`config.mk`:
```
export PLATFORM = sky130hd
export DESIGN_NAME = bb3_window
export DESIGN_NICKNAME = d
export VERILOG_FILES = /design/src/rtl/bb3_pkg.sv /design/src/rtl/bb3_window.sv
export SDC_FILE = /design/constraint.sdc
export NUM_CORES = 1
export LEC_CHECK = 0
export BUFFER_PORTS_ARGS = -buffer_cell sky130_fd_sc_hd__buf_2
export CAP_MARGIN = 20
export CORE_ASPECT_RATIO = 0.7
export CORE_MARGIN = 2
export CORE_UTILIZATION = 60
export CTS_BUF_LIST = sky130_fd_sc_hd__clkbuf_4 sky130_fd_sc_hd__clkbuf_8
export DETAILED_ROUTE_END_ITERATION = 8
export PLACE_DENSITY_LB_ADDON = 0.3
export SLEW_MARGIN = 20
export SYNTH_ARGS = -nofsm -noshare
export SYNTH_HDL_FRONTEND = slang
export SYNTH_SLANG_ARGS = --single-unit
```
`constraint.sdc`:
```
create_clock -name i_clk -period 23.9 [get_ports i_clk]
set_input_delay 0 -clock i_clk [delete_from_list [all_inputs] [get_ports i_clk]]
set_output_delay 0 -clock i_clk [all_outputs]
set_load 0.01 [all_outputs]
```
`src/rtl/bb3_pkg.sv`:
```
// ----------------------------------------------------------------------------
// bb3_pkg
// Shared widths, constants and types of the 3x3 edge-normalized box blur.
// ----------------------------------------------------------------------------
package bb3_pkg;

    localparam int MAX_WIDTH    = 4096;
    localparam int HEIGHT_LIMIT = 4096;
    localparam int COL_BITS     = $clog2(MAX_WIDTH);
    localparam int WID_BITS     = COL_BITS + 1;
    localparam int DIM_BITS     = 14;
    localparam int ROW_BITS     = 13;
    localparam int REG_BITS     = 13;

    localparam int CH_BITS    = 8;
    localparam int PIX_BITS   = 3 * CH_BITS;
    localparam int MEM_BITS   = 2 * PIX_BITS;
    localparam int SUM_BITS   = 12;
    localparam int RECIP_BITS = 14;
    localparam int PROD_BITS  = SUM_BITS + RECIP_BITS;

    localparam logic [REG_BITS-1:0] WIDTH_RESET  = 13'd640;
    localparam logic [REG_BITS-1:0] HEIGHT_RESET = 13'd480;

    localparam int CFG_IDX_BITS = 2;
    localparam logic [CFG_IDX_BITS-1:0] CFG_WIDTH  = 2'd0;
    localparam logic [CFG_IDX_BITS-1:0] CFG_HEIGHT = 2'd1;

    // floor(x * R >> 16) equals x / n for every sum of up to nine channels
    localparam logic [RECIP_BITS-1:0] RECIP_6 = 14'd10923;
    localparam logic [RECIP_BITS-1:0] RECIP_9 = 14'd7282;

    localparam int FIFO_DEPTH = 4;
    localparam int FIFO_PTR   = $clog2(FIFO_DEPTH);
    localparam int FIFO_CNT   = FIFO_PTR + 1;

    typedef enum logic [1:0] {
        DIV_4,
        DIV_6,
        DIV_9
    } t_div;

    typedef struct packed {
        logic emit;
        logic top;
        logic bot;
        logic left;
        logic right;
        logic last;
    } t_pos;

    typedef struct packed {
        logic                valid;
        logic                last;
        t_div                div;
        logic [SUM_BITS-1:0] sum_r;
        logic [SUM_BITS-1:0] sum_g;
        logic [SUM_BITS-1:0] sum_b;
    } t_sums;

    typedef struct packed {
        logic                last;
        logic [PIX_BITS-1:0] pix;
    } t_result;

endpackage

```
`src/rtl/bb3_window.sv`:
```
// ----------------------------------------------------------------------------
// bb3_window
// 3x3 window shift and masked per-channel neighbor sums.
// ----------------------------------------------------------------------------
module bb3_window (
    input  logic                          i_clk,
    input  logic                          i_rst_n,
    input  logic                          i_valid,
    input  logic [bb3_pkg::PIX_BITS-1:0]  i_up,
    input  logic [bb3_pkg::PIX_BITS-1:0]  i_lo,
    input  logic [bb3_pkg::PIX_BITS-1:0]  i_px,
    input  bb3_pkg::t_pos                 i_pos,
    output bb3_pkg::t_sums                o_sums
);
    import bb3_pkg::*;

    logic [PIX_BITS-1:0] r_win [9];
    logic [PIX_BITS-1:0] n_win [9];
    logic [8:0]          use_tap;
    logic [SUM_BITS-1:0] sum_ch [3];
    t_sums               r_sums;
    t_sums               n_sums;

    always_comb begin
        for (int row = 0; row < 3; row++) begin
            n_win[row*3]     = r_win[row*3+1];
            n_win[row*3 + 1] = r_win[row*3+2];
        end
        n_win[2] = i_up;
        n_win[5] = i_lo;
        n_win[8] = i_px;

        for (int t = 0; t < 9; t++) begin
            use_tap[t] = !((t < 3 && !i_pos.top) || (t >= 6 && !i_pos.bot) ||
                           (t % 3 == 0 && !i_pos.left) || (t % 3 == 2 && !i_pos.right));
        end

        for (int ch = 0; ch < 3; ch++) begin
            sum_ch[ch] = '0;
            for (int t = 0; t < 9; t++) begin
                if (use_tap[t]) begin
                    sum_ch[ch] = sum_ch[ch] + SUM_BITS'(n_win[t][ch*CH_BITS +: CH_BITS]);
                end
            end
        end

        n_sums.valid = i_valid && i_pos.emit;
        n_sums.last  = i_pos.last;
        if (i_pos.top && i_pos.bot && i_pos.left && i_pos.right) begin
            n_sums.div = DIV_9;
        end else if ((i_pos.top && i_pos.bot) || (i_pos.left && i_pos.right)) begin
            n_sums.div = DIV_6;
        end else begin
            n_sums.div = DIV_4;
        end
        n_sums.sum_r = sum_ch[0];
        n_sums.sum_g = sum_ch[1];
        n_sums.sum_b = sum_ch[2];
    end

    always_ff @(posedge i_clk) begin
        if (i_valid) begin
            for (int t = 0; t < 9; t++) begin
                r_win[t] <= n_win[t];
            end
        end
        if (!i_rst_n) begin
            r_sums.valid <= 1'b0;
        end else begin
            r_sums.valid <= n_sums.valid;
        end
        r_sums.last  <= n_sums.last;
        r_sums.div   <= n_sums.div;
        r_sums.sum_r <= n_sums.sum_r;
        r_sums.sum_g <= n_sums.sum_g;
        r_sums.sum_b <= n_sums.sum_b;
    end

    assign o_sums = r_sums;

endmodule

```
==> impl_results.md, run 1 <==
* Post-synthesis area per instance at 9.23 um2
* Initial Util at 0.611
* GP Congestion at 0.885
* Slew headroom at 0.314
* Drt drc at 0
* DRT Wirelength at 37600 um
* Yosys warns at 0
* Crit start category: flip-flop
* Largest family of logic cells by synthesized area: compound AO/OA/AOI/OAI gates
* Post-synth top area cell: edfxtp_1
* Largest net degree at the start of global routing at 82
* PortBufs at 120
* Ports at 121
* Distinct cells, synth at 77
* Worst min path class: in -> reg
* Post-layout util at 0.691
* Compound-cell area share of the yosys netlist at 0.191
* Rows at 49
* Syn Nets at 2002
* Synth Register Bits at 184
* Vias post-DR at 13000
* Routed length per instance at 16.8 um
* Number of flops mapped to enable cells by yosys at 144
* DRT antenna net count at 0
* Most common cell on crit path: ha_1
* Total power per unit cell area at 102 nW/um2
* Post-synthesis mux area share at 0.0311
* Synthesized cell area at 15700 um2
* Critical Path Fanout Max at 4
* Max Root-Sink Buffers at 2
* Gr ovfl total at 0
* Post-Synth Simple-Gate Area at 0.137
* Worst path buffer plus inverter count at 2
* Leakage at 7.92 nW
* Slowest-stage cell, CP: o31ai_1
* RSZ-0062 raised after global routing: no
* CP max stage delay at 0.53 ns
* Num CTS Buffers at 17
* GRT Resource Usage Total at 0.280
* Vias in the first global route at 12700
* Setup CP Type: reg -> reg
* Slew @ Worst Pin at 1.03 ns
* Initial antenna violation count at 0
* CTS root buffer: clkbuf_8
* # H-tree levels at 4
* Vias/cell at 5.83
* Finish-stage setup viols at 0
* Total power at 1.82 mW
* Final Slew Violations at 0
* Top cell type's share of synthesized area at 0.275
* Worst EP arrival at 10.03 ns
* Final Hold Vio Count at 0
* CP endpoint kind: flip-flop
* Share of cells above drive strength 1 at 0.107
* Maxcap violations at 0
* Req. time, crit path at 24.30 ns
* Fin crit share at 0.403
* Cells after Synth at 1705
* Nets@finish at 2185
* Post-synthesis xor/xnor area fraction at 0.0892
* Fmax at 0.104 GHz
* Status: finished, final reports clean
* Post-CTS setup buffer count at 0
* Post-Synth Adder-Cell Area at 0.184
* Kind of cell adding the most delay to the critical path: compound AO/OA/AOI/OAI gates
* Worst-path clk slew at 0.11 ns
* DP Wirelength at 27400 um
* Die Footprint at 27600 um2
* Clk_lat worst skew at 0.51 ns
* Minimum clock period at 9.63 ns
* Maximum vdd ir drop at 0.0000738 V
* Main synth FF type: edfxtp_1
* Final hold slack at 0.0456 ns
* Die Ht at 139 um
* Die Wd at 198 um
* Area Growth Syn to Fin at 13.1%
* Fin cells at 2232
* Sequential element share of the synthesized area at 0.326
* Placed cells at 2125
* First DRT Iteration DRCs at 1031
* Core area at 25700 um2
* Skew final at 0.0191 ns
* First-pass GRT wire length at 62100 um
* Clock sinks at 184
* Setup TNS at 0 ns
* ANT cells at 0
* Ys async rst share at 0
* Pre-Repair DR Iteration Count at 6
* Top cells by area, synth: edfxtp_1 27%, ha_1 15%, xnor2_1 6.1%
* CTS tree: yes
stage by stage:
| stage | cell area (um2) | setup WS (ns) |
|---|---|---|
| 6_report | 17800 | 14.27 |
| 5_1_grt | 17800 | 13.57 |
| 4_1_cts | 17800 | 14.35 |
| 3_5_place_dp | 16700 | 13.98 |
| 3_3_place_gp | 16700 | 14.36 |
| 2_1_floorplan | 15700 | 15.28 |
flip-flops by register name, summed over array words and instances (netlist names):
signal / cells
o_sums: 40
r_win: 144
power by group:
group / leakage [nW] / internal, mW / switching [mW] / total, mW
registers: 1.74 / 0.397 / 0.0164 / 0.413
clock network: 0.194 / 0.0849 / 0.128 / 0.213
logic: 5.98 / 0.519 / 0.676 / 1.20
per-layer routing:
metal | routed length [um] | vias to the layer above | GRT usage
li1 | - | 6485 | -
met1 | 18400 | 6099 | 0.410
met2 | 16300 | 400 | 0.433
met3 | 2330 | 38 | 0.0470
met4 | 550 | 0 | 0.0689
met5 | 0 | - | 0
layout make-up:
class | instances | area, um2
multi-input combinational | 1348 | 9950
fill | 1981 | 7960
sequential | 184 | 5120
timing repair buffer | 204 | 1430
inverter | 133 | 499
tap | 331 | 414
clock buffer | 17 | 234
clock inverter | 15 | 144
synthesized netlist by cell type, drive strengths merged (3+ instances only):
cell and number:
o22ai 4, o2111ai 3, nor2 139, dfxtp 40, a22o 3, nor2b 35, xor2 42, o31ai 23
xnor2 113, o21a 27, nor3 28, a221oi 3, a31oi 7, nor3b 3, nand3b 3, a311oi 3
nand3 26, a21oi 139, o211a 3, a211oi 14, ha 192, inv 131, mux2i 23, buf 10
clkbuf 30, and4 3, nand2 128, o21ai 133, a21o 42, mux2 23, nand2b 22, a21boi 18
o211ai 6, o21bai 21, a31o 3, and2 14, or2 3, and3 31, o31a 6, edfxtp 144
fa 24, or3 9
repair_timing:
| action | in CTS | in global routing |
|---|---|---|
| hold buffers | 75 | 0 |
| resized for setup | 0 | 0 |
| endpoints found under the hold margin | 83 | 0 |
final timing paths:
check,from,end,slack (ns),cells after the start
worst max-delay path,r_win[1][16]$_DFFE_PP_,o_sums[11]$_DFF_P_,14.27,46
worst min-delay path,i_valid,r_win[8][23]$_DFFE_PP_,0.05,1
worst max register to register,r_win[1][16]$_DFFE_PP_,o_sums[11]$_DFF_P_,14.27,46
worst min register to register,r_win[2][21]$_DFFE_PP_,r_win[1][21]$_DFFE_PP_,0.46,0
worst reg2reg max path: cells and delay by family, from the launching register on:
family	cells	cell delay (ns)
mux	1	0.29
xor+xnor	3	0.51
fa+ha+maj	9	3.00
flops	1	0.34
buf+inv	2	0.17
simple gates	13	2.21
compound gates	18	3.01
cell usage in the layout (no fill, tap or decap), types with 4 or more instances in the layout:
cell           Yosys  layout
a31oi_1            6       6
or3_1              9       9
and2_1            14      14
o22ai_1            4       4
a21boi_0          18      18
a21oi_1          139     139
nand2b_1          22      22
o21ai_1           10      10
and3_1            30      30
mux2_2            23      23
nand2_1          128     128
a211oi_1          12      12
nand3_1           26      26
o211ai_1           6       6
dfxtp_1           40      40
nor2b_1           35      35
mux2i_1           23      23
inv_6              0       5
xnor2_1          110     110
clkinv_4           0       4
dlygate4sd3_1      0      75
nor3_1            27      27
o21ai_0          123     123
fa_1              24      24
buf_2              1     119
edfxtp_1         144     144
inv_1            131     131
o31ai_1           23      23
clkbuf_8           0      17
nor2_1           139     139
o21a_1            27      27
o31a_1             6       6
a21o_1            42      42
buf_4              0       9
xor2_1            42      42
o21bai_1          21      21
ha_1             192     192
logic make-up (layout without fill, tap and decap cells):
| group | Yosys count | count (layout) |
|---|---|---|
| muxes | 46 | 46 |
| and+or+nand+nor | 453 | 453 |
| DFF | 184 | 184 |
| xor gates and xnor gates | 156 | 156 |
| adders and majority gates | 217 | 217 |
| AOI/OAI and AO/OA | 476 | 476 |
| buffers and inverters | 173 | 369 |
No activity file was read; power rests on OpenSTA's default activity.
==> inputs of run 2 (changes only) <==
ABC_AREA = 1   (was default)
CORE_UTILIZATION = 57   (was 60)
clock period = 7.8 ns   (was 23.9 ns; I/O delays follow)
==> impl_results.md, run 2 <==
* Status: complete, but fails checks
* Failing checks: negative setup slack
* Slew @ Worst Pin at 1.24 ns
* Die Wd at 203 um
* Post-synthesis area per instance at 7.73 um2
* Initial antenna violation count at 1
* RSZ-0062 raised after global routing: yes
* Synthesized cell area at 15800 um2
* Worst EP arrival at 8.84 ns
* Crit start category: flip-flop
* Initial Util at 0.585
* Gr ovfl total at 0
* Pre-Repair DR Iteration Count at 8
* Syn Nets at 2342
* Main synth FF type: edfxtp_1
* Post-layout util at 0.849
* Total power per unit cell area at 358 nW/um2
* Slew headroom at 0.176
* Most frequent cells in the layout: 448 x nand2_1, 360 x buf_4, 227 x inv_1
* CP max stage delay at 0.53 ns
* Worst-path clk slew at 0.11 ns
* Top cell type's share of synthesized area at 0.273
* Minimum clock period at 8.39 ns
* Maximum vdd ir drop at 0.000401 V
* # fillers at 1411
* Dominant cell by count in the synthesized netlist: nand2_1
* Vias/cell at 5.84
* First-pass GRT wire length at 70400 um
* Worst min path class: in -> reg
* DRT antenna net count at 0
* Drt drc at 0
* Synth Register Bits at 184
* Max FFs per register at 144
* Fin crit share at 1.08
* Clock sinks at 184
* DP Wirelength at 30400 um
* Largest net degree at the start of global routing at 80
* Maxcap violations at 0
* Core area at 27000 um2
* CP endpoint kind: flip-flop
* PortBufs at 120
* Req. time, crit path at 8.25 ns
* Number of flops mapped to enable cells by yosys at 144
* Fin cells at 2979
* Top reg by flops: r_win
* Post-synthesis mux area share at 0
* Top cells by area, synth: edfxtp_1 27%, ha_1 15%, nand2_1 11%
* # H-tree levels at 4
* DRT Wirelength at 55500 um
* Finish-stage setup viols at 13
* Routed length per instance at 18.6 um
* GP Congestion at 0.893
* Nets@finish at 2898
* Post-synthesis xor/xnor area fraction at 0.0537
* Share of cells above drive strength 1 at 0.379
* Worst path buffer plus inverter count at 9
* Rows at 50
* Distinct cells, synth at 46
* Final Hold Vio Count at 0
* Setup CP Type: reg -> reg
* Placed cells at 2730
* Fmax at 0.119 GHz
* Yosys warns at 0
* Die Ht at 143 um
* Post-Synth Adder-Cell Area at 0.182
* Final worst setup slack at -0.587 ns
* Vias in the first global route at 15500
* Post-synth top area cell: edfxtp_1
* Total power at 8.22 mW
* Die Footprint at 29100 um2
* Sequential element share of the synthesized area at 0.324
* Clk_lat worst skew at 0.54 ns
* Slowest-stage cell, CP: fa_2
* Area Growth Syn to Fin at 45.1%
* GRT Resource Usage Total at 0.299
* CTS root buffer: clkbuf_8
* Max Root-Sink Buffers at 2
* Vias post-DR at 17400
* Cells after Synth at 2045
* Ports at 121
* Skew final at 0.0132 ns
* Worst reg2reg setup slack at -0.59 ns
* Commonest non-fill, non-tap cell in the layout: nand2_1
* Critical Path Fanout Max at 5
* CTS tree: yes
* Leakage at 11.0 nW
* Ys async rst share at 0
* Final Slew Violations at 0
* Post-synth top cells: 476 x nand2_1, 282 x inv_1, 192 x ha_1
* Kind of cell adding the most delay to the critical path: adder cells
* Largest family of logic cells by synthesized area: simple AND/OR/NAND/NOR gates
* Compound-cell area share of the yosys netlist at 0.138
* Post-Synth Simple-Gate Area at 0.224
* Num CTS Buffers at 17
* First DRT Iteration DRCs at 1705
* Most common cell on crit path: nand2_1
* Setup TNS at -3.86 ns
-- run 2: routing by layer --
layer	GRT usage	wire, um	vias up
met2	0.545	27700	1016
met5	0	0	-
met3	0.0488	4350	308
met4	0.0826	2870	0
li1	-	-	7942
met1	0.369	20600	8119
-- run 2: layout make-up --
class / instances / area [um2] / area share
multi-input cells: 1532 / 11500 / 0.502
flip-flops and latches: 184 / 5120 / 0.223
well taps: 364 / 455 / 0.0198
repair buffers: 574 / 4280 / 0.187
clock buffers: 22 / 290 / 0.0126
diodes: 1 / 2.50 / 0.000109
inverters: 292 / 1100 / 0.0480
clock inverters: 10 / 165 / 0.00720
-- run 2: cell families (layout without fill, tap and decap cells) --
family	after synthesis	after routing
AOI/OAI and AO/OA	407	407
adders and majority gates	216	216
and+or+nand+nor	812	812
DFF	184	184
buffers and inverters	329	898
other	0	1
xor gates and xnor gates	97	97
-- run 2: what timing repair did --
item | 4_1_cts | 5_1_grt
hold endpoints to repair | 83 | 0
hold buffers | 76 | 0
pin swaps | 108 | 275
gates resized for setup | 171 | 378
setup endpoints to repair | 17 | 22
setup buffers | 57 | 83
-- run 2: path summary, 6_finish.rpt --
check                               from  cells after the start                endpoint
hold reg to reg    r_win[5][3]$_DFFE_PP_                      0   r_win[4][3]$_DFFE_PP_
setup / recovery  r_win[1][16]$_DFFE_PP_                     48      o_sums[11]$_DFF_P_
hold / removal                   i_valid                      1  r_win[8][19]$_DFFE_PP_
setup reg to reg  r_win[1][16]$_DFFE_PP_                     48      o_sums[11]$_DFF_P_
-- run 2: power by group --
part           switching (mW)  total [mW]  internal (mW)
Sequential             0.0591        1.27           1.21
Combinational            3.19        6.16           2.97
Clock                   0.403       0.787          0.383
Total                    3.65        8.22           4.57
-- run 2: through the flow --
step	area [um2]	hold WS, ns	setup WS [ns]
floorplan	15800	0.0277	0.0111
global placement	18500	0.104	-0.317
detailed placement	18500	0.104	-0.733
CTS	20700	0.0348	0.000906
global route	22900	0.0618	-0.873
finish	22900	0.0322	-0.587
