### src/rtl/bb3_pkg.sv
// ----------------------------------------------------------------------------
// bb3_pkg
// Shared widths, constants and types of the 3x3 edge-normalized box blur.
// ----------------------------------------------------------------------------
package bb3_pkg;

    localparam int MAX_WIDTH    = 4096;
    localparam int HEIGHT_LIMIT = 4096;
    localparam int COL_BITS     = $clog2(MAX_WIDTH);
    localparam int WID_BITS     = COL_BITS + 1;
    localparam int DIM_BITS     = 14;
    localparam int ROW_BITS     = 13;
    localparam int REG_BITS     = 13;

    localparam int CH_BITS    = 8;
    localparam int PIX_BITS   = 3 * CH_BITS;
    localparam int MEM_BITS   = 2 * PIX_BITS;
    localparam int SUM_BITS   = 12;
    localparam int RECIP_BITS = 14;
    localparam int PROD_BITS  = SUM_BITS + RECIP_BITS;

    localparam logic [REG_BITS-1:0] WIDTH_RESET  = 13'd640;
    localparam logic [REG_BITS-1:0] HEIGHT_RESET = 13'd480;

    localparam int CFG_IDX_BITS = 2;
    localparam logic [CFG_IDX_BITS-1:0] CFG_WIDTH  = 2'd0;
    localparam logic [CFG_IDX_BITS-1:0] CFG_HEIGHT = 2'd1;

    // floor(x * R >> 16) equals x / n for every sum of up to nine channels
    localparam logic [RECIP_BITS-1:0] RECIP_6 = 14'd10923;
    localparam logic [RECIP_BITS-1:0] RECIP_9 = 14'd7282;

    localparam int FIFO_DEPTH = 4;
    localparam int FIFO_PTR   = $clog2(FIFO_DEPTH);
    localparam int FIFO_CNT   = FIFO_PTR + 1;

    typedef enum logic [1:0] {
        DIV_4,
        DIV_6,
        DIV_9
    } t_div;

    typedef struct packed {
        logic emit;
        logic top;
        logic bot;
        logic left;
        logic right;
        logic last;
    } t_pos;

    typedef struct packed {
        logic                valid;
        logic                last;
        t_div                div;
        logic [SUM_BITS-1:0] sum_r;
        logic [SUM_BITS-1:0] sum_g;
        logic [SUM_BITS-1:0] sum_b;
    } t_sums;

    typedef struct packed {
        logic                last;
        logic [PIX_BITS-1:0] pix;
    } t_result;

endpackage

### src/rtl/bb3_mean.sv
// ----------------------------------------------------------------------------
// bb3_mean
// Truncated mean of each channel sum: by 4 as a shift, by 6 or 9 via reciprocals.
// ----------------------------------------------------------------------------
module bb3_mean (
    input  bb3_pkg::t_sums    i_sums,
    output logic              o_push,
    output bb3_pkg::t_result  o_result
);
    import bb3_pkg::*;

    function automatic logic [CH_BITS-1:0] f_mean(input logic [SUM_BITS-1:0] s,
                                                  input t_div d);
        logic [PROD_BITS-1:0] p;
        logic [CH_BITS-1:0]   m;
        p = '0;
        case (d)
            DIV_4: begin
                m = s[CH_BITS+1:2];
            end
            DIV_6: begin
                p = {{RECIP_BITS{1'b0}}, s} * {{SUM_BITS{1'b0}}, RECIP_6};
                m = p[16 +: CH_BITS];
            end
            DIV_9: begin
                p = {{RECIP_BITS{1'b0}}, s} * {{SUM_BITS{1'b0}}, RECIP_9};
                m = p[16 +: CH_BITS];
            end
            default: begin
                m = '0;
            end
        endcase
        return m;
    endfunction

    assign o_push          = i_sums.valid;
    assign o_result.last   = i_sums.last;
    assign o_result.pix    = {f_mean(i_sums.sum_b, i_sums.div),
                              f_mean(i_sums.sum_g, i_sums.div),
                              f_mean(i_sums.sum_r, i_sums.div)};

endmodule

### config.mk
export PLATFORM = sky130hd
export DESIGN_NAME = bb3_mean
export DESIGN_NICKNAME = d
export VERILOG_FILES = /design/src/rtl/bb3_pkg.sv /design/src/rtl/bb3_mean.sv
export SDC_FILE = /design/constraint.sdc
export NUM_CORES = 1
export LEC_CHECK = 0
export BUFFER_PORTS_ARGS = -buffer_cell sky130_fd_sc_hd__buf_4
export CELL_PAD_IN_SITES_DETAIL_PLACEMENT = 1
export CELL_PAD_IN_SITES_GLOBAL_PLACEMENT = 1
export CORE_ASPECT_RATIO = 2
export CORE_MARGIN = 2
export CORE_UTILIZATION = 25
export DETAILED_ROUTE_END_ITERATION = 8
export PLACE_DENSITY_LB_ADDON = 0.08
export SYNTH_ARGS = -nofsm -noshare
export SYNTH_HDL_FRONTEND = slang
export SYNTH_SLANG_ARGS = --single-unit
export TNS_END_PERCENT = 20
### constraint.sdc
create_clock -name vclk -period 15.7
set_input_delay 3.925 -clock vclk [all_inputs]
set_output_delay 3.925 -clock vclk [all_outputs]
set_load 0.01 [all_outputs]
==> metrics, run 1 <==
status finished, violations left; failing checks DRC; critical path startpoint category primary input; fin nets roughly 2100; GRT overflow 0; cts-stage hold buffer count 0; antenna fix cells 0; initial antenna violation count 0; worst hold margin 7.85 ns; Required @ worst endpoint 11.77 ns; Synth area leaders ha_1 (37%), fa_1 (32%), inv_1 (13%); max-slew violations 0; Final TNS setup 0 ns; Routed WL 39400 um; Final Cycle Share 85.0%; Mapped Cells 1441; YS warnings 0; # resized after CTS 0; endpoints failing setup 0; input/output buffers 62; DR vias/cell 4.43; synth cell count leaders inv_1 (474), ha_1 (390), fa_1 (213); Die Footprint around 0.055 mm2; HP Start i_sums[38]; share of the synthesized area in the top cell type roughly 37%; crit path from i_sums[22]; Slew HR 38.6%; final antenna-violating net count 0; Min-Delay Path Depth 0; final hold viol count 0; post-synthesis area per instance 9.24 um2; critical path endpoint o_result[13]; die width 167 um; slowest cell on the critical path fa_1; number of distinct library cells after synthesis 60; CP Class primary input to output port; Max IR drop VDD around 0.00010 V; Worst setup EP type output port; Setup Fix Bufs, Post-CTS 0; Pre-antenna DRT Iters 6; Levels on crit path 20; LEAKAGE 8.26 nW; CP cell instances buf_4 > inv_1 > ha_1 > inv_1 > fa_1 > inv_1 > fa_1 > fa_1 > fa_1 > inv_1 > ha_1 > a2111oi_0 > o21ai_0 > o211ai_1 > a21oi_1 > o21ai_0 > a21oi_1 > xnor2_1 > o21ai_0 > buf_4; CP Buf/Inv Count 6; P per Cell Area 152 mW/mm2; DR iter-0 viols approximately 180; Arr. time, crit path 9.41 ns; row cnt around 120; initial core utilization 25.3%; MaxCap Viol Count 0; share of cells above drive strength 1 4.76%; Area Overhead vs Synth 9.38%; Cell Area, Synth about 0.013 mm2; first-pass GRT wire length 63000 um; Seq Cell Count 0; RSZ-0062 raised after global routing false; # clk buffers 0; routed length per instance between 15 and 20 um; # IOs 66; # fillers 6254; syn_nets 2084; number of global-route vias before repair 11300; final routed DRC violation total 6; delay-heaviest family, CP adder cells; largest fanout on the critical path 8; Tot GR Track Use 14.9%; worst stage delay on the critical path 0.53 ns; HP Class primary input to output port; largest net degree at the start of global routing 35; fin worst setup slack 2.36 ns; CORE AREA approximately 0.053 mm2; post-DP HPWL 36900 um; Seq/Total Area, Yosys 0%; Synth area leader ha_1; Worst Max-Slew Pin Slew between 0.9 and 1 ns; most common cell in the synthesized netlist inv_1; via count 9564; register area 0 um2; Die Y-Extent 330 um; GP Congestion 0.740; Fmax 0.0750 GHz; pre-CTS setup slack ~2.2 ns; Tmin final 13.34 ns
## cell type report
| type | count | area (um2) | area share, % |
|---|---|---|---|
| well taps | 665 | 832 | 5.71 |
| inverters | 474 | 1780 | 12.2 |
| repair buffers | 62 | 465 | 3.20 |
| multi-input cells | 956 | 11500 | 78.9 |
## metal layers
layer | track usage [%] | wire length, um
met5 | 0 | 0
met4 | 0.491 | 177
met3 | 0.681 | 636
met2 | 33.8 | 24600
met1 | 15.0 | 13900
## power breakdown
group / internal [mW] / switching [mW]
combinational: 0.942 / 1.27
sequential: 0 / 0
clock: 0 / 0
## per-stage QoR
stage               total power, mW  cell area (um2)  instances  utilization (%)
floorplan                      1.54            13300       1441                -
detailed placement             2.29            14600       2157             27.6
global placement               2.27            14600       2157             27.6
CTS                            2.31            14600       2157             27.6
global route                   2.58            14600       2157             27.6
finish                         2.21            14600       2157             27.6
## placed cells by master (no fill, tap or decap), drive strengths merged, types with 6 or more instances in the layout
cell	instances
mux2i	14
xor2	13
nor3	13
fa	213
a21o	20
o21ai	27
buf	62
xnor2	46
nand4	8
nor2b	7
ha	390
nand3	12
a21oi	47
or3	6
nand2	25
nor2	26
o22ai	11
inv	474
## kinds of logic (layout without fill, tap and decap cells)
family	after synthesis	after routing	synth area share, %
fa+ha+maj	603	603	68.7
buf+inv	485	536	13.7
compound gates	163	163	8.22
simple gates	116	116	4.36
xor+xnor	59	59	3.88
mux	15	15	1.14
## worst min-delay path by stage
stage | end | slack (ns)
floorplan | o_push | 7.94
global placement | o_push | 7.85
detailed placement | o_push | 7.85
CTS | o_push | 7.85
global route | o_push | 7.85
finish | o_result[24] | 7.85
(Power assumes the default switching activity.)
==> run 2, diff against run 1 <==
- ABC_AREA: unset -> 1
- clock period: 15.7 -> 11.21 ns (I/O delays scaled with it)
==> run 2 against run 1 <==
Net effect:
- the flow now finishes without violations
- first-iteration DRC count grew 110%
- cell area is 18% higher
- sequential cell count is the same
- die area rose by 18%
- critical path depth rose by 3
- via count grew 39%
- final cell count grew 39%
- critical endpoint is now o_result[7]
==> metrics, run 2 <==
status complete, no violations (was finished, violations left); P per Cell Area 246 mW/mm2 (was 152 mW/mm2); max-slew violations 0 (unchanged); critical path startpoint category primary input (unchanged); Finished Layout Cells 2993 (was 2157); Fmax 0.0978 GHz; Cell Area, Synth 0.0157 mm2 (was 0.0133 mm2); post-DP HPWL 47800 um (was 36900 um); mux cell area share after synthesis 0% (was 1.14%); fin nets 2846 (was 2137); placed cells 2993 (was 2157); final routed DRC violation total 0 (was 6); # resized after CTS 0 (unchanged); HP Start i_sums[39] (was i_sums[38]); Worst Max-Slew Pin Slew 0.635 ns (was 0.913 ns); CP Class primary input to output port (unchanged); Synth area leader ha_1 (unchanged); die width 181 um (was 167 um); HP Class primary input to output port (unchanged); Min-Delay Path Depth 0 (unchanged); MaxCap Viol Count 0 (unchanged); area post-placement 0.0172 mm2 (was 0.0146 mm2); worst stage delay on the critical path 0.54 ns (was 0.53 ns); Max IR drop VDD 0.0000853 V (was 0.000101 V); CP cell instances buf_4 > inv_1 > fa_1 > inv_1 > ha_1 > inv_1 > fa_1 > inv_1 > fa_1 > inv_1 > fa_1 > inv_1 > ha_1 > nand2_1 > nor2_1 > o21ai_0 > nand2_1 > nand2_1 > nand3_1 > nand2_1 > nand3_1 > nand3_1 > buf_4 (was buf_4 > inv_1 > ha_1 > inv_1 > fa_1 > inv_1 > fa_1 > fa_1 > fa_1 > inv_1 > ha_1 > a2111oi_0 > o21ai_0 > o211ai_1 > a21oi_1 > o21ai_0 > a21oi_1 > xnor2_1 > o21ai_0 > buf_4); final antenna-violating net count 0 (unchanged); share of the synthesized area in the top cell type 31.0% (was 36.6%); slowest cell on the critical path fa_1 (unchanged); largest net degree at the start of global routing 25 (was 35); Layout Utilization 27.5% (was 27.6%); RSZ-0062 raised after global routing false (unchanged); CP most frequent cell inv_1; post-route cell area 0.0172 mm2 (was 0.0146 mm2); main combinational cell family by area after synthesis adder cells (unchanged); synth cell count leaders inv_1 (588), nand2_1 (411), ha_1 (390) (was inv_1 (474), ha_1 (390), fa_1 (213)); register area 0 um2 (unchanged); Required @ worst endpoint 8.41 ns (was 11.77 ns); input/output buffers 62 (unchanged); routed length per instance 17.1 um (was 18.3 um); pre-CTS setup slack 0.981 ns (was 2.23 ns); Synth area leaders ha_1 (31%), fa_1 (27%), inv_1 (14%) (was ha_1 (37%), fa_1 (32%), inv_1 (13%)); initial antenna violation count 2 (was 0); Seq Cell Count 0 (unchanged); Worst setup EP type output port (unchanged); # clk buffers 0 (unchanged); Setup Fix Bufs, Post-CTS 0 (unchanged); LEAKAGE 10.2 nW (was 8.26 nW); fin worst setup slack 0.990 ns (was 2.36 ns); Slew HR 57.6% (was 38.6%); antenna fix cells 0 (unchanged); Die Footprint 0.0650 mm2 (was 0.0552 mm2); Adder-Cell Fraction of Synth Area 58.2% (was 68.7%); DR vias/cell 4.44 (was 4.43); Post-Synth Simple-Gate Area 20.0% (was 4.36%); final hold viol count 0 (unchanged); cts-stage hold buffer count 0 (unchanged); Final TNS setup 0 ns (unchanged); initial core utilization 25.2% (was 25.3%); Tmin final 10.22 ns; Tot GR Track Use 16.0% (was 14.9%); via count 13300 (was 9564); first-pass GRT wire length 81500 um (was 63000 um); Routed WL 51200 um (was 39400 um); DR iter-0 viols 366 (was 176); Synth Area in Compound Gates 6.68% (was 8.22%); CORE AREA 0.0625 mm2 (was 0.0527 mm2); number of distinct library cells after synthesis 32 (was 60); YS warnings 0 (unchanged); endpoints failing setup 0 (unchanged); # fillers 7753 (was 6254); largest fanout on the critical path 10 (was 8); share of cells above drive strength 1 3.45% (was 4.76%); number of global-route vias before repair 14700 (was 11300); syn_nets 2786 (was 2084); GP Congestion 0.797 (was 0.740); Area Overhead vs Synth 9.25% (was 9.38%); post-synthesis xor/xnor area fraction 0.836% (was 3.88%); hold endpoint o_push (was o_result[24]); Pre-antenna DRT Iters 5 (was 6); row cnt 130 (was 119); Arr. time, crit path 7.42 ns (was 9.41 ns); most common cell in the synthesized netlist inv_1 (unchanged); GRT overflow 0 (unchanged); commonest non-fill, non-tap cell in the layout inv_1 (unchanged); Seq/Total Area, Yosys 0% (unchanged); commonest non-fill, non-tap cells in the layout inv_1 (588), nand2_1 (411), ha_1 (390), fa_1 (213), nor2_1 (132) (was inv_1 (474), ha_1 (390), fa_1 (213), buf_4 (62), xnor2_1 (46)); post-synthesis area per instance 7.34 um2 (was 9.24 um2); # IOs 66 (unchanged); Mapped Cells 2143 (was 1441); Final Cycle Share 91.2%; Die Y-Extent 359 um (was 330 um)
[run 2: final cells by class]
| class | instances | area, um2 | share of cell area [%] |
|---|---|---|---|
| multi-input combinational | 1546 | 13500 | 78.5 |
| tap | 792 | 991 | 5.77 |
| timing repair buffer | 66 | 495 | 2.89 |
| inverter | 589 | 2210 | 12.9 |
[run 2: how the worst max path moves through the flow]
stage / depth (start not counted) / from / end
5_1_grt: 23 / i_sums[31] / o_result[7]
6_report: 23 / i_sums[31] / o_result[7]
4_1_cts: 19 / i_sums[32] / o_result[5]
3_5_place_dp: 19 / i_sums[32] / o_result[5]
3_3_place_gp: 19 / i_sums[32] / o_result[5]
2_1_floorplan: 18 / i_sums[30] / o_result[2]
[run 2: worst max-delay path: cells and delay by family]
| family | cells | cell delay (ns) |
|---|---|---|
| AO/OA/AOI/OAI | 1 | 0.17 |
| adder cells (fa/ha/maj) | 6 | 2.72 |
| buffers and inverters | 8 | 0.72 |
| AND/OR/NAND/NOR | 8 | 0.97 |
[run 2: through the flow]
| step | hold WS [ns] | power [mW] |
|---|---|---|
| final | 5.61 | 4.23 |
| after global routing | 5.61 | 4.95 |
| after CTS | 5.61 | 4.34 |
| after detailed placement | 5.61 | 4.30 |
| after global placement | 5.61 | 4.32 |
| after floorplan | 5.70 | 3.01 |
[run 2: kinds of logic (layout without fill, tap and decap cells)]
group	after synthesis	after routing
buffers and inverters	597	655
AOI/OAI and AO/OA	186	186
xor gates and xnor gates	15	15
and+or+nand+nor	742	742
adders and majority gates	603	603
[run 2: per-layer routing]
metal	GRT usage (%)	part of all wire, %	vias to the layer above
li1	-	-	6781
met1	22.6	50	6426
met2	28.6	48	71
met3	0.425	0.96	16
met4	0.797	0.63	4
met5	0	0.033	-
[run 2: where the power goes]
part	leakage, nW	internal [mW]	switching, mW
clock	0	0	0
sequential	0	0	0
combinational	10.2	1.53	2.70
total	10.2	1.53	2.70
==> run 3, diff against run 2 <==
- CORE_ASPECT_RATIO: 2 -> unset
- CORE_UTILIZATION: 25 -> 44
- SLEW_MARGIN: unset -> 30
==> run 3 against run 2 <==
Net effect:
- global-route usage up 9.4 points
- via count up 2.8%
- total power down 0.22%
- sequential cell count unchanged
- sequential share of layout area unchanged
- worst setup slack better by 0.12 ns
- worst hold slack about the same
- critical path depth down 4
- final cell count down 11%
- first-iteration DRC count up 38%
==> metrics, run 3 (same netlist as run 2, synthesis figures left out) <==
largest fanout on the critical path 8 (was 10); share of cells above drive strength 1 3.41% (was 3.45%); post-route cell area 0.0168 mm2 (was 0.0172 mm2); Final TNS setup 0 ns (unchanged); # clk buffers 0 (unchanged); largest net degree at the start of global routing 25 (unchanged); die width 193 um (was 181 um); Arr. time, crit path 7.29 ns (was 7.42 ns); highest routed layer met4 (was met5); routed length per instance 17.1 um (about the same); fin nets 2845 (was 2846); HP Class primary input to output port (unchanged); Worst Max-Slew Pin Slew 0.533 ns (was 0.635 ns); MaxCap Viol Count 0 (unchanged); RSZ-0062 raised after global routing false (unchanged); # IOs 66 (unchanged); Finished Layout Cells 2661 (was 2993); status complete, no violations (unchanged); initial antenna violation count 0 (was 2); Setup Fix Bufs, Post-CTS 0 (unchanged); Routed WL 45400 um (was 51200 um); endpoints failing setup 0 (unchanged); Max IR drop VDD 0.000137 V (was 0.0000853 V); # fillers 4567 (was 7753); CP most frequent cell inv_1 (unchanged); CORE AREA 0.0354 mm2 (was 0.0625 mm2); final antenna-violating net count 0 (unchanged); Tot GR Track Use 25.5% (was 16.0%); CP Class primary input to output port (unchanged); critical path startpoint category primary input (unchanged); max-slew violations 0 (unchanged); Layout Utilization 47.3% (was 27.5%); antenna fix cells 0 (unchanged); Final Cycle Share 90.1% (was 91.2%); CP cell instances buf_4 > ha_1 > inv_1 > fa_1 > fa_1 > inv_1 > fa_1 > inv_1 > fa_1 > inv_1 > ha_1 > nand2_1 > nor2_1 > inv_1 > o31ai_1 > o21ai_0 > nand3_1 > nand3_1 > buf_4 (was buf_4 > inv_1 > fa_1 > inv_1 > ha_1 > inv_1 > fa_1 > inv_1 > fa_1 > inv_1 > fa_1 > inv_1 > ha_1 > nand2_1 > nor2_1 > o21ai_0 > nand2_1 > nand2_1 > nand3_1 > nand2_1 > nand3_1 > nand3_1 > buf_4); GRT overflow 0 (unchanged); GP Congestion 0.871 (was 0.797); # resized after CTS 0 (unchanged); DR iter-0 viols 504 (was 366); commonest non-fill, non-tap cell in the layout inv_1 (unchanged); Seq Cell Count 0 (unchanged); post-DP HPWL 42000 um (was 47800 um); wire length on met1 22800 um (was 25700 um); initial core utilization 44.4% (was 25.2%); multi-input combinational cell area 0.0135 mm2 (unchanged); final routed DRC violation total 0 (unchanged); input/output buffers 62 (unchanged); DR vias/cell 5.14 (was 4.44); final hold viol count 0 (unchanged); Die Footprint 0.0373 mm2 (was 0.0650 mm2); fin worst setup slack 1.11 ns (was 0.990 ns); worst stage delay on the critical path 0.60 ns (was 0.54 ns); slowest cell on the critical path fa_1 (unchanged); area post-placement 0.0168 mm2 (was 0.0172 mm2); Tmin final 10.10 ns (was 10.22 ns); Slew HR 64.1% (was 57.6%); Area Overhead vs Synth 6.57% (was 9.25%); first-pass GRT wire length 75100 um (was 81500 um); placed cells 2661 (was 2993); met2 WL 20800 um (was 24800 um); Required @ worst endpoint 8.41 ns (about the same); register area 0 um2 (unchanged); number of global-route vias before repair 14800 (was 14700); Worst setup EP type output port (unchanged); Die Y-Extent 193 um (was 359 um); row cnt 69 (was 130); commonest non-fill, non-tap cells in the layout inv_1 (588), nand2_1 (411), ha_1 (390), fa_1 (213), nor2_1 (132) (unchanged); Pre-antenna DRT Iters 5 (unchanged); routed wl met3 920 um (was 491 um); LEAKAGE 10.1 nW (was 10.2 nW); cts-stage hold buffer count 0 (unchanged); Fmax 0.0990 GHz (was 0.0978 GHz); Min-Delay Path Depth 0 (unchanged); via count 13700 (was 13300); pre-CTS setup slack 1.14 ns (was 0.981 ns); P per Cell Area 252 mW/mm2 (was 246 mW/mm2)
[run 3: cell count changes in the layout (fill, tap and decap cells not counted)]
cell | previous run | this run
buf_4 | 66 | 65
[run 3: stage by stage]
stage	hold WS [ns]	power [mW]
after global routing	5.61	4.88
after floorplan	5.70	3.01
after global placement	5.61	4.09
final	5.61	4.22
after CTS	5.61	4.24
after detailed placement	5.61	4.20
[run 3: cell type report]
type | count | area share (%)
inverters | 589 | 13.2
well taps | 461 | 3.44
multi-input cells | 1546 | 80.4
repair buffers | 65 | 2.91
[run 3: critical path: cells and delay by family]
family	cells	cell delay, ns
buf+inv	7	0.69
fa+ha+maj	6	2.86
compound gates	2	0.43
simple gates	4	0.52
[run 3: power by group]
part / switching [mW] / leakage (nW) / internal, mW
combinational: 2.69 / 10.1 / 1.53
sequential: 0 / 0 / 0
clock: 0 / 0 / 0
[run 3: final timing paths]
path | startpoint | endpoint
worst max-delay path | i_sums[30] | o_result[2]
worst min-delay path | i_sums[38] | o_result[24]
[run 3: metal layers]
metal / up-vias / global-route usage [%]
li1: 6788 / -
met1: 6711 / 36.7
met4: 0 / 3.85
met5: - / 0
met2: 133 / 43.4
met3: 35 / 0.814
