## src/rtl/bb3_pkg.sv

```systemverilog
// ----------------------------------------------------------------------------
// bb3_pkg
// Shared widths, constants and types of the 3x3 edge-normalized box blur.
// ----------------------------------------------------------------------------
package bb3_pkg;

    localparam int MAX_WIDTH    = 4096;
    localparam int HEIGHT_LIMIT = 4096;
    localparam int COL_BITS     = $clog2(MAX_WIDTH);
    localparam int WID_BITS     = COL_BITS + 1;
    localparam int DIM_BITS     = 14;
    localparam int ROW_BITS     = 13;
    localparam int REG_BITS     = 13;

    localparam int CH_BITS    = 8;
    localparam int PIX_BITS   = 3 * CH_BITS;
    localparam int MEM_BITS   = 2 * PIX_BITS;
    localparam int SUM_BITS   = 12;
    localparam int RECIP_BITS = 14;
    localparam int PROD_BITS  = SUM_BITS + RECIP_BITS;

    localparam logic [REG_BITS-1:0] WIDTH_RESET  = 13'd640;
    localparam logic [REG_BITS-1:0] HEIGHT_RESET = 13'd480;

    localparam int CFG_IDX_BITS = 2;
    localparam logic [CFG_IDX_BITS-1:0] CFG_WIDTH  = 2'd0;
    localparam logic [CFG_IDX_BITS-1:0] CFG_HEIGHT = 2'd1;

    // floor(x * R >> 16) equals x / n for every sum of up to nine channels
    localparam logic [RECIP_BITS-1:0] RECIP_6 = 14'd10923;
    localparam logic [RECIP_BITS-1:0] RECIP_9 = 14'd7282;

    localparam int FIFO_DEPTH = 4;
    localparam int FIFO_PTR   = $clog2(FIFO_DEPTH);
    localparam int FIFO_CNT   = FIFO_PTR + 1;

    typedef enum logic [1:0] {
        DIV_4,
        DIV_6,
        DIV_9
    } t_div;

    typedef struct packed {
        logic emit;
        logic top;
        logic bot;
        logic left;
        logic right;
        logic last;
    } t_pos;

    typedef struct packed {
        logic                valid;
        logic                last;
        t_div                div;
        logic [SUM_BITS-1:0] sum_r;
        logic [SUM_BITS-1:0] sum_g;
        logic [SUM_BITS-1:0] sum_b;
    } t_sums;

    typedef struct packed {
        logic                last;
        logic [PIX_BITS-1:0] pix;
    } t_result;

endpackage

```

## src/rtl/bb3_out_fifo.sv

```systemverilog
// ----------------------------------------------------------------------------
// bb3_out_fifo
// Small result queue that decouples the pipeline from the output receiver.
// ----------------------------------------------------------------------------
module bb3_out_fifo (
    input  logic                          i_clk,
    input  logic                          i_rst_n,
    input  logic                          i_push,
    input  bb3_pkg::t_result              i_data,
    output logic                          o_valid,
    output bb3_pkg::t_result              o_data,
    input  logic                          i_ready,
    output logic [bb3_pkg::FIFO_CNT-1:0]  o_count
);
    import bb3_pkg::*;

    t_result             r_buf [FIFO_DEPTH];
    logic [FIFO_PTR-1:0] r_wr;
    logic [FIFO_PTR-1:0] r_rd;
    logic [FIFO_CNT-1:0] r_cnt;
    logic                pop;

    assign o_valid = (r_cnt != '0);
    assign o_data  = r_buf[r_rd];
    assign o_count = r_cnt;
    assign pop     = o_valid && i_ready;

    always_ff @(posedge i_clk) begin
        if (i_push) begin
            r_buf[r_wr] <= i_data;
        end
        if (!i_rst_n) begin
            r_wr  <= '0;
            r_rd  <= '0;
            r_cnt <= '0;
        end else begin
            if (i_push) begin
                r_wr <= r_wr + 1'b1;
            end
            if (pop) begin
                r_rd <= r_rd + 1'b1;
            end
            if (i_push && !pop) begin
                r_cnt <= r_cnt + 1'b1;
            end else if (!i_push && pop) begin
                r_cnt <= r_cnt - 1'b1;
            end
        end
    end

endmodule

```

## config.mk

```make
export PLATFORM = sky130hd
export DESIGN_NAME = bb3_out_fifo
export DESIGN_NICKNAME = d
export VERILOG_FILES = /design/src/rtl/bb3_pkg.sv /design/src/rtl/bb3_out_fifo.sv
export SDC_FILE = /design/constraint.sdc
export NUM_CORES = 1
export LEC_CHECK = 0
export BUFFER_PORTS_ARGS = -buffer_cell sky130_fd_sc_hd__buf_4
export CAP_MARGIN = 20
export CORE_ASPECT_RATIO = 0.5
export CORE_MARGIN = 3
export CORE_UTILIZATION = 40
export DETAILED_ROUTE_END_ITERATION = 10
export GPL_TIMING_DRIVEN = 0
export PLACE_DENSITY = 0.65
export SLEW_MARGIN = 15
export SYNTH_ARGS = -nofsm -noshare
export SYNTH_HDL_FRONTEND = slang
export SYNTH_SLANG_ARGS = --single-unit
```

## constraint.sdc

```tcl
create_clock -name i_clk -period 3.75 [get_ports i_clk]
set_input_delay 0.5625 -clock i_clk [delete_from_list [all_inputs] [get_ports i_clk]]
set_output_delay 0.5625 -clock i_clk [all_outputs]
set_load 0.05 [all_outputs]
```

==> results of run 1 <==
-- kinds of logic (layout without fill, tap and decap cells) --
family | count (synthesis) | count (layout) | synth area share (%)
compound gates | 4 | 4 | 1.21
xor+xnor | 5 | 5 | 1.06
fa+ha+maj | 6 | 6 | 2.00
buf+inv | 9 | 81 | 1.88
flops | 109 | 109 | 77.3
mux | 27 | 27 | 14.6
simple gates | 13 | 13 | 1.97
-- cells in the mapped netlist, drive strengths merged --
cell    count
a21boi      1
and2        9
buf         5
clkbuf      1
dfxtp       9
edfxtp    100
fa          1
ha          5
inv         3
mux2i       2
mux4       25
nor2b       2
o21ai       1
o311ai      1
o31ai       1
or3         2
xnor2       3
xor2        2
-- layout by cell type (no fill, tap or decap), types with 2 or more instances in the layout --
master,synthesis,layout
edfxtp_1,100,100
buf_4,0,57
mux4_2,20,20
dfxtp_1,9,9
clkbuf_16,0,9
mux4_1,5,5
and2_1,9,5
ha_1,5,5
and2_2,0,4
inv_1,3,3
xnor2_1,3,3
buf_12,2,2
buf_2,2,2
or3_1,2,2
xor2_1,2,2
mux2i_1,2,2
nor2b_1,2,2
clkinv_2,0,2
-- through the flow --
step	instance area, um2	cells	utilization [%]	power [mW]
2_1_floorplan	4120	173	-	2.38
5_1_grt	5000	380	51.4	3.68
3_5_place_dp	4720	365	48.5	2.70
3_3_place_gp	4720	365	48.5	2.68
4_1_cts	5000	380	51.4	3.59
6_report	5000	380	51.4	3.54
-- path summary, 6_finish.rpt --
| check | endpoint | depth (start not counted) | from | slack (ns) |
|---|---|---|---|---|
| worst max-delay path | o_data[23] | 4 | flop | 1.49 |
| worst min-delay path | r_buf[3][9] | 1 | i_data[9] | 0.42 |
| worst max register to register | o_count[2] | 7 | o_count[1] | 1.69 |
| worst min register to register | r_wr[1] | 2 | r_wr[1] | 0.59 |
-- layer usage --
metal	track usage [%]	share of wire, %	vias up
met4	4.38	1.6	0
met5	0	0	-
li1	-	-	850
met1	14.3	43	942
met3	4.61	4.2	7
met2	20.2	52	32
-- worst reg2reg max path, cell delays in order, from the launching register on --
cell      delay (ns)
dfxtp_1         0.39
o31ai_4         0.30
ha_1            0.23
inv_1           0.06
fa_1            0.39
xor2_1          0.16
or3_1           0.30
a21boi_0        0.16
-- area by class of cell --
type | count | area [um2]
fillers | 764 | 4720
plain buffers | 6 | 66.3
clock inverters | 5 | 52.6
inverters | 3 | 11.3
well taps | 135 | 169
repair buffers | 57 | 428
clock buffers | 10 | 229
flip-flops and latches | 109 | 3180
multi-input cells | 55 | 865
-- sequential cells by signal, summed over array words and instances (netlist names), named ones only --
register	flops
r_buf	100
o_count	3
r_rd	2
r_wr	2
-- report_power, final --
part           leakage (nW)  switching [mW]  total, mW  internal, mW
clock                 0.140           0.380      0.891         0.510
combinational         0.590           0.724       1.20         0.471
sequential            0.993          0.0448       1.45          1.41
==> impl_results.md, run 1 <==
- Status: finished, final reports clean
- Relative slew slack: around 52%
- Initial antenna violation count: 0
- Critical Path RT: about 3.2 ns
- Post-DRT Antenna Nets: 0
- Initial Util: about 42%
- Clock slew at reported path FFs: about 0.070 ns
- # IOs: 58
- Largest net degree at the start of global routing: 26
- CP Buf/Inv Count: 3
- LEAKAGE: 1.72 nW
- # rows: 25
- GPL Wtd Cong: approximately 0.65
- Area delta synth->final: 21.4%
- CTS Buf Count: 9
- Sequential share of the synthesized area: 77.3%
- Worst-skew pair later-pin latency: ~0.34 ns
- Max stage delay on crit path: ~0.36 ns
- Unrepaired setup endpoints after global routing: no
- Clk sink count: approximately 110
- Vias: 1,831
- Max-slew violation count: 0
- Share of layout cells above drive strength 1: 41.6%
- Core Box Area: 0.00973 mm2
- IO buf count: between 50 and 60
- Postcts setup bufs: 0
- DP HPWL: roughly 4.1 mm
- CTS H-tree depth: 3
- Worst Setup Slack, final: ~1.5 ns
- Total gr overflow: 0
- Pwr dens: approximately 700 mW/mm2
- Routed WL per cell: around 17 um
- Die Area: approximately 0.012 mm2
- Crit path cell chain: clkbuf_2 -> buf_2 -> mux4_2 -> buf_4
- Die X: ~150 um
- Final setup TNS: 0 ns
- Gr usage total: approximately an eighth
- Clk root buf: clkbuf_16
- Mean Syn Cell Area: ~24 um2
- Gate Count Post-Synth: between 150 and 200
- Crit path DAT: 1.69 ns
- Yosys top cell by area: edfxtp_1
- Synth Warn #: 0
- Final hold slack: roughly 0.42 ns
- Residual DRC: 0
- Die H: between 70 and 80 um
- Crit path max fanout: 10
- Maxcap violations: 0
- Drt via density: around 4.8
- Worst IR Drop VDD: between 0.0003 and 0.0004 V
- Fin crit period: approximately 2.3 ns
- TritonCTS clock tree: built
- Share of Yosys cell area claimed by the top area cell type: between 70 and 80%
- Post-Syn Area: slightly above 0.004 mm2
- Crit start category: flop
- Global-route wire length before repair: a little over 10 mm
- CP delay by family, top: buffers and inverters
- Final Cycle Share: 60.2%
- Setup WS pre-CTS: ~1.6 ns
- Peak Freq: 443 MHz
- Main area contributors after synthesis: edfxtp_1 73%, mux4_2 11%, dfxtp_1 4.4%, mux4_1 3.2%, ha_1 1.5%
- Syn nets: 208
- Router iterations before antenna repair: 4
- Post_cts resized: 0
- CTS Buffer Depth: 2
- Clk_skew: 0.00316 ns
- ANT cells: 0
- HP Class: in -> reg
- Setup Viol. Count Final: 0
- Final net count: roughly 280
- DRT Wirelength: about 6.5 mm
- Vias in the first global route: slightly below 2,000
- Initial DRC count: 87
- Worst setup EP type: output port
- Worst-Margin Slew: between 0.7 and 0.8 ns
- FF+latch count, synth: 109
- Cts hold-fix bufs: 0
- Count of different cell masters after synthesis: 21
- Final Hold Fails: 0
- Worst setup path category: reg -> out
- Slowest cell on crit path: mux4_2
(Power assumes the default switching activity.)
==> inputs of run 2 (changes only) <==
--- a/config.mk
+++ b/config.mk
@@ -5,6 +5,7 @@
 export SDC_FILE = /design/constraint.sdc
 export NUM_CORES = 1
 export LEC_CHECK = 0
+export ABC_AREA = 1
 export BUFFER_PORTS_ARGS = -buffer_cell sky130_fd_sc_hd__buf_4
 export CAP_MARGIN = 20
 export CORE_ASPECT_RATIO = 0.5
==> constraint.sdc (replaced) <==
create_clock -name i_clk -period 2.2 [get_ports i_clk]
set_input_delay 0.33 -clock i_clk [delete_from_list [all_inputs] [get_ports i_clk]]
set_output_delay 0.33 -clock i_clk [all_outputs]
set_load 0.05 [all_outputs]
==> impl_results.md, run 2 <==
- Sequential share of the synthesized area: approximately three quarters
- Postcts setup bufs: 0
- Pwr dens: 1220 mW/mm2
- GPL Wtd Cong: approximately 0.7
- Router iterations before antenna repair: 4
- Slowest cell on crit path: dfxtp_1
- Max stage delay on crit path: around 0.4 ns
- Die H: between 70 and 80 um
- CTS H-tree depth: 3
- # IOs: 58
- Gate Count Post-Synth: between 300 and 400
- Top_reg_cell synth: edfxtp_1
- Final Hold Fails: 0
- Drt via density: about 5
- Initial antenna violation count: 0
- Mux cell area share after synthesis: 0%
- Core Box Area: about 0.01 mm2
- DRT Wirelength: about 9 mm
- Final net count: 411
- Clock slew at reported path FFs: about 0.07 ns
- Total gr overflow: 0
- Gr usage total: between 10% and 20%
- LEAKAGE: 1.97 nW
- Clk sink count: ~110
- Int Pwr: 4.09 mW
- TritonCTS clock tree: built
- Crit start category: flop
- Crit path DAT: about 1.6 ns
- Share of layout cells above drive strength 1: 30.4%
- Busiest grt layer: met2
- Final setup TNS: 0 ns
- Asr flop ratio synth: 0%
- Clk root buf: clkbuf_16
- Unrepaired setup endpoints after global routing: no
- Simple-Gate Fraction of Synth Area: 6.59%
- Setup WS pre-CTS: 0.430 ns
- NetSw: ~2.4 mW
- Most common library cell in the layout ignoring fill and taps: edfxtp_1
- Gate power share: a little over a third
- CTS Buffer Depth: 2
- Synth Warn #: 0
- Global-route wire length before repair: 14.4 mm
- Area delta synth->final: 24.0%
- Filler cells: between 700 and 800
- Top-count cell post-synth: edfxtp_1
- Initial DRC count: around 180
- DP HPWL: 5.98 mm
- Worst-Margin Slew: roughly 0.55 ns
- Die Area: about 0.012 mm2
- Setup Viol. Count Final: 0
- Synth Area in XOR/XNOR: 0.205%
- Cts hold-fix bufs: 0
- Count of different cell masters after synthesis: 20
- CTS Buf Count: 9
- Largest net degree at the start of global routing: 18
- ANT cells: 0
- Syn nets: ~340
- Sequential Power Share: a little under two fifths
- Post-DRT Antenna Nets: 0
- Yosys top cell by area: edfxtp_1
- Peak Freq: about 520 MHz
- Worst setup path category: reg -> out
- Clk_skew: between 0.004 and 0.005 ns
- Synth Area in Compound Gates: between 10% and 20%
- Top cells by count, synth: 100 x edfxtp_1, 56 x nor2_1, 25 x o21ai_1
- Die X: between 150 and 200 um
- Routed WL per cell: 17.4 um
- Critical Path RT: around 1.9 ns
- Worst IR Drop VDD: 0.000725 V
- Area share of fa/ha/maj cells after synthesis: 1.93%
- Fin crit period: 1.93 ns
- Max-slew violation count: 0
- Share of Yosys cell area claimed by the top area cell type: between 70% and 80%
- Top reg by flops: r_buf
- Worst Setup Slack, final: approximately 0.27 ns
- Grt met3 use: under 10%
- Crit path cell chain: inv_2 -> buf_6 -> o21ai_2 -> o22ai_1 -> buf_4
- Post-Syn Area: roughly 0.0043 mm2
- Status: finished, final reports clean
- Clk pwr share: 25.9%
- Sw Ratio: a little under two fifths
- Crit path max fanout: 10
- Vias in the first global route: 2,826
- Post-synth EDFFs: 100
- Worst-skew pair later-pin latency: around 0.34 ns
- Final Cycle Share: between 80 and 90%
- Relative slew slack: a little under two thirds
- Residual DRC: 0
- Placed Area: around 0.0050 mm2
- HP Class: in -> reg
- Main area contributors after synthesis: edfxtp_1 70%, nor2_1 4.9%, dfxtp_1 4.2%, o21ai_2 4.1%, o22ai_1 3.5%
- Post-route cell area: around 0.0053 mm2
- Worst setup EP type: output port
- Post_cts resized: 0
- Combinational family with the most area after synthesis: compound AO/OA/AOI/OAI gates
- Mean Syn Cell Area: between 10 and 15 um2
- Met1 usage: between 10% and 20%
- Number of flip-flops in the largest register: 100
- IO buf count: 57
- Most frequent cells in the layout: 100 x edfxtp_1, 62 x buf_4, 56 x nor2_1
- GR Layer Usage met2: 27.4%
- # rows: 25
- Vias: roughly 2,600
- Maxcap violations: 0
- FF+latch count, synth: 109
- Initial Util: 43.1%
==> run 2: cell count changes after synthesis, sizes merged, moves of 5 or more <==
cell and delta:
nand2 +15, inv +13, mux4 -25, o22ai +25, and2 -9, nor2 +56, a21oi +5, buf +10
o21ai +52
==> run 2: final cells by class <==
type                            instances  area [um2]  share of cell area [%]
Sequential cell                       109        3190                    60.1
Clock buffer                            9         225                    4.25
Clock inverter                          7        88.8                    1.68
Timing Repair Buffer                   61         538                    10.2
Inverter                               16        62.6                    1.18
Multi-Input combinational cell        164         903                    17.1
Buffer                                 15         125                    2.36
Tap cell                              135         169                    3.19
==> run 2: power groups by stage <==
stage                     Sequential (mW)  Combinational (mW)  Clock [mW]
after floorplan                      2.58                1.54           0
after global placement               2.51                2.27           0
after detailed placement             2.51                2.35           0
after CTS                            2.47                2.35        1.72
after global routing                 2.48                2.49        1.80
final                                2.47                2.33        1.68
==> run 2: layer usage <==
metal / part of all wire (%) / wire length [um]
met5: 0 / 0
met4: 0.57 / 51
met3: 5.9 / 528
met2: 53 / 4780
met1: 40 / 3590
==> run 2: cell families after synthesis <==
group                    Yosys count
AO/OA/AOI/OAI                     83
AND/OR/NAND/NOR                   74
XOR/XNOR                           1
flip-flops                       109
buffers and inverters             31
adder cells (fa/ha/maj)            6
==> run 2: final timing paths <==
path	from	end	slack, ns	cells past startpoint
worst max-delay path	flop	o_data[3]	0.27	5
worst min-delay path	i_data[4]	r_buf[3][4]	0.19	1
worst max register to register	o_count[1]	o_count[2]	0.42	12
worst min register to register	r_rd[1]	r_rd[1]	0.51	2
==> run 2: metrics by stage <==
stage	cells	hold slack (ns)	utilization [%]	total power, mW
3_3_place_gp	496	0.488	49.1	4.78
4_1_cts	516	0.170	53.4	6.54
5_1_grt	516	0.166	53.4	6.77
2_1_floorplan	304	0.429	-	4.12
3_5_place_dp	500	0.499	50.3	4.86
6_report	516	0.187	53.4	6.47
==> run 2: worst max-delay path: cells and delay by family (launching register included) <==
family                 cells  cell delay, ns
DFF                        1            0.41
AOI/OAI and AO/OA          2            0.23
buffers and inverters      3            0.62
==> inputs of run 3 (changes only) <==
--- a/config.mk
+++ b/config.mk
@@ -5,15 +5,14 @@
 export SDC_FILE = /design/constraint.sdc
 export NUM_CORES = 1
 export LEC_CHECK = 0
-export ABC_AREA = 1
-export BUFFER_PORTS_ARGS = -buffer_cell sky130_fd_sc_hd__buf_4
 export CAP_MARGIN = 20
 export CORE_ASPECT_RATIO = 0.5
 export CORE_MARGIN = 3
 export CORE_UTILIZATION = 40
 export DETAILED_ROUTE_END_ITERATION = 10
+export DONT_BUFFER_PORTS = 1
 export GPL_TIMING_DRIVEN = 0
-export PLACE_DENSITY = 0.65
+export PLACE_DENSITY = 0.6
 export SLEW_MARGIN = 15
 export SYNTH_ARGS = -nofsm -noshare
 export SYNTH_HDL_FRONTEND = slang
==> constraint.sdc (replaced) <==
create_clock -name i_clk -period 2.1 [get_ports i_clk]
set_input_delay 0.315 -clock i_clk [delete_from_list [all_inputs] [get_ports i_clk]]
set_output_delay 0.315 -clock i_clk [all_outputs]
set_load 0.05 [all_outputs]
==> impl_results.md, run 3 (synthesized netlist as in run 1, its figures left out) <==
- Status: finished, final reports clean
- Peak Freq: approximately 500 MHz
- Cts hold-fix bufs: 0
- Die X: roughly 150 um
- Initial DRC count: between 60 and 70
- Crit path max fanout: 10
- Initial Util: a little over two fifths
- Global-route wire length before repair: roughly 10 mm
- Clk_skew: 0.00272 ns
- Worst-Margin Slew: 0.723 ns
- Final setup TNS: 0 ns
- Register Area: around 0.0032 mm2
- Post-DRT Antenna Nets: 0
- Filler cells: around 800
- Largest net degree at the start of global routing: 26
- # rows: 25
- LEAKAGE: between 1 and 1.5 nW
- GPL Wtd Cong: approximately 0.64
- Max-slew violation count: 0
- Most common library cell in the layout ignoring fill and taps: edfxtp_1
- Overall power: approximately 5.9 mW
- Router iterations before antenna repair: 4
- Die H: 77.8 um
- CTS Buffer Depth: 2
- Clk sink count: 109
- Clk pwr share: 25.2%
- Crit start category: flop
- Crit path DAT: approximately 1.7 ns
- Gr usage total: a little under an eighth
- Worst setup path category: reg -> out
- Sequential Power Share: approximately 46%
- Critical Path RT: ~1.8 ns
- CTS Buf Count: 9
- Routed WL per cell: between 15 and 20 um
- Worst IR Drop VDD: 0.000628 V
- Sw Ratio: about a third
- Vias in the first global route: between 1,500 and 2,000
- Max stage delay on crit path: roughly 0.52 ns
- Int Pwr: 3.88 mW
- Crit path cell chain: clkbuf_2 -> buf_2 -> mux4_2
- Worst setup EP type: output port
- Total gr overflow: 0
- Pwr dens: ~1300 mW/mm2
- Most frequent cells in the layout: 100 x edfxtp_1, 20 x mux4_2, 9 x clkbuf_16
- Worst-skew pair later-pin latency: roughly 0.33 ns
- Maxcap violations: 0
- Vias: between 1,500 and 2,000
- DRT Wirelength: between 6 and 7 mm
- Final Hold Fails: 0
- Relative slew slack: approximately half
- Final Cycle Share: ~95%
- HP Class: in -> reg
- Residual DRC: 0
- ANT cells: 0
- Fin crit period: approximately 2.0 ns
- Top reg by flops: r_buf
- IO buf count: 0
- Setup Viol. Count Final: 0
- DP HPWL: about 4 mm
- # IOs: between 50 and 60
- Clock slew at reported path FFs: about 0.07 ns
- Footprint of the multi-input gates: slightly below 900 um2
- Initial antenna violation count: 0
- Number of flip-flops in the largest register: 100
- Clk root buf: clkbuf_16
- Gate power share: roughly 30%
- Share of layout cells above drive strength 1: a little over a quarter
- Unrepaired setup endpoints after global routing: yes
- Die Area: about 0.012 mm2
- CTS H-tree depth: 3
- NetSw: roughly 2.0 mW
- Core Box Area: 0.00973 mm2
- Drt via density: around 5.0
- Final net count: between 200 and 250
- Final hold slack: slightly above 0.07 ns
- Slowest cell on crit path: mux4_2
- TritonCTS clock tree: built
- Area delta synth->final: 11.4%
## run 3: cell types whose count changed in the layout (fill, tap and decap cells not counted), moves of 7 or more
cell,previous run,this run
o21ai_1,25,0
nand2_1,14,0
o22ai_1,24,0
o21ai_2,20,0
buf_4,62,1
inv_1,14,3
nor2_1,56,0
o21ai_0,8,1
mux4_2,0,20
## run 3: routing by layer
layer,vias up,global-route usage (%),wire length [um]
met4,0,4.11,88
met3,9,6.42,481
li1,738,-,-
met2,37,19.2,3310
met1,844,13.7,2500
met5,-,0,0
## run 3: worst max-delay path, delay by kind of cell (launching register included)
kind     cells  cell delay, ns
mux          1            0.52
buf+inv      2            0.52
flops        1            0.31
## run 3: worst paths after layout
path / depth (start not counted) / slack [ns] / to / from
setup / recovery: 3 / 0.09 / o_data[18] / flop
hold / removal: 0 / 0.07 / r_buf[0][2] / i_data[2]
setup reg to reg: 7 / 0.10 / o_count[2] / o_count[2]
hold reg to reg: 2 / 0.56 / r_wr[1] / r_wr[1]
## run 3: power by group through the flow
stage                     Combinational [mW]  Sequential, mW  Clock (mW)
after floorplan                         1.55            2.70           0
after global placement                  1.71            2.71           0
after detailed placement                1.73            2.72           0
after CTS                               1.74            2.68        1.52
after global routing                    1.81            2.70        1.63
final                                   1.71            2.68        1.48
## run 3: area by class of cell
class / count / area share, %
inverter: 3 / 0.245
sequential: 109 / 69.6
clock inverter: 7 / 0.927
clock buffer: 9 / 4.91
tap: 135 / 3.68
buffer: 6 / 1.50
multi-input combinational: 55 / 19.0
timing repair buffer: 1 / 0.164
## run 3: through the flow
step / utilization (%) / setup slack (ns) / std cells / cell area (um2)
4_1_cts: 47.0 / 0.00692 / 324 / 4570
5_1_grt: 47.2 / -0.0587 / 325 / 4590
2_1_floorplan: - / 0.0407 / 173 / 4120
6_report: 47.2 / 0.0946 / 325 / 4590
3_5_place_dp: 44.2 / -0.107 / 308 / 4300
3_3_place_gp: 44.1 / -0.0369 / 308 / 4290
## run 3: timing repair
| action | CTS | global route |
|---|---|---|
| buffers inserted | 0 | 1 |
| endpoints found under the setup margin | 1 | 2 |
| gates resized for setup | 3 | 5 |
| pin swaps | 0 | 3 |
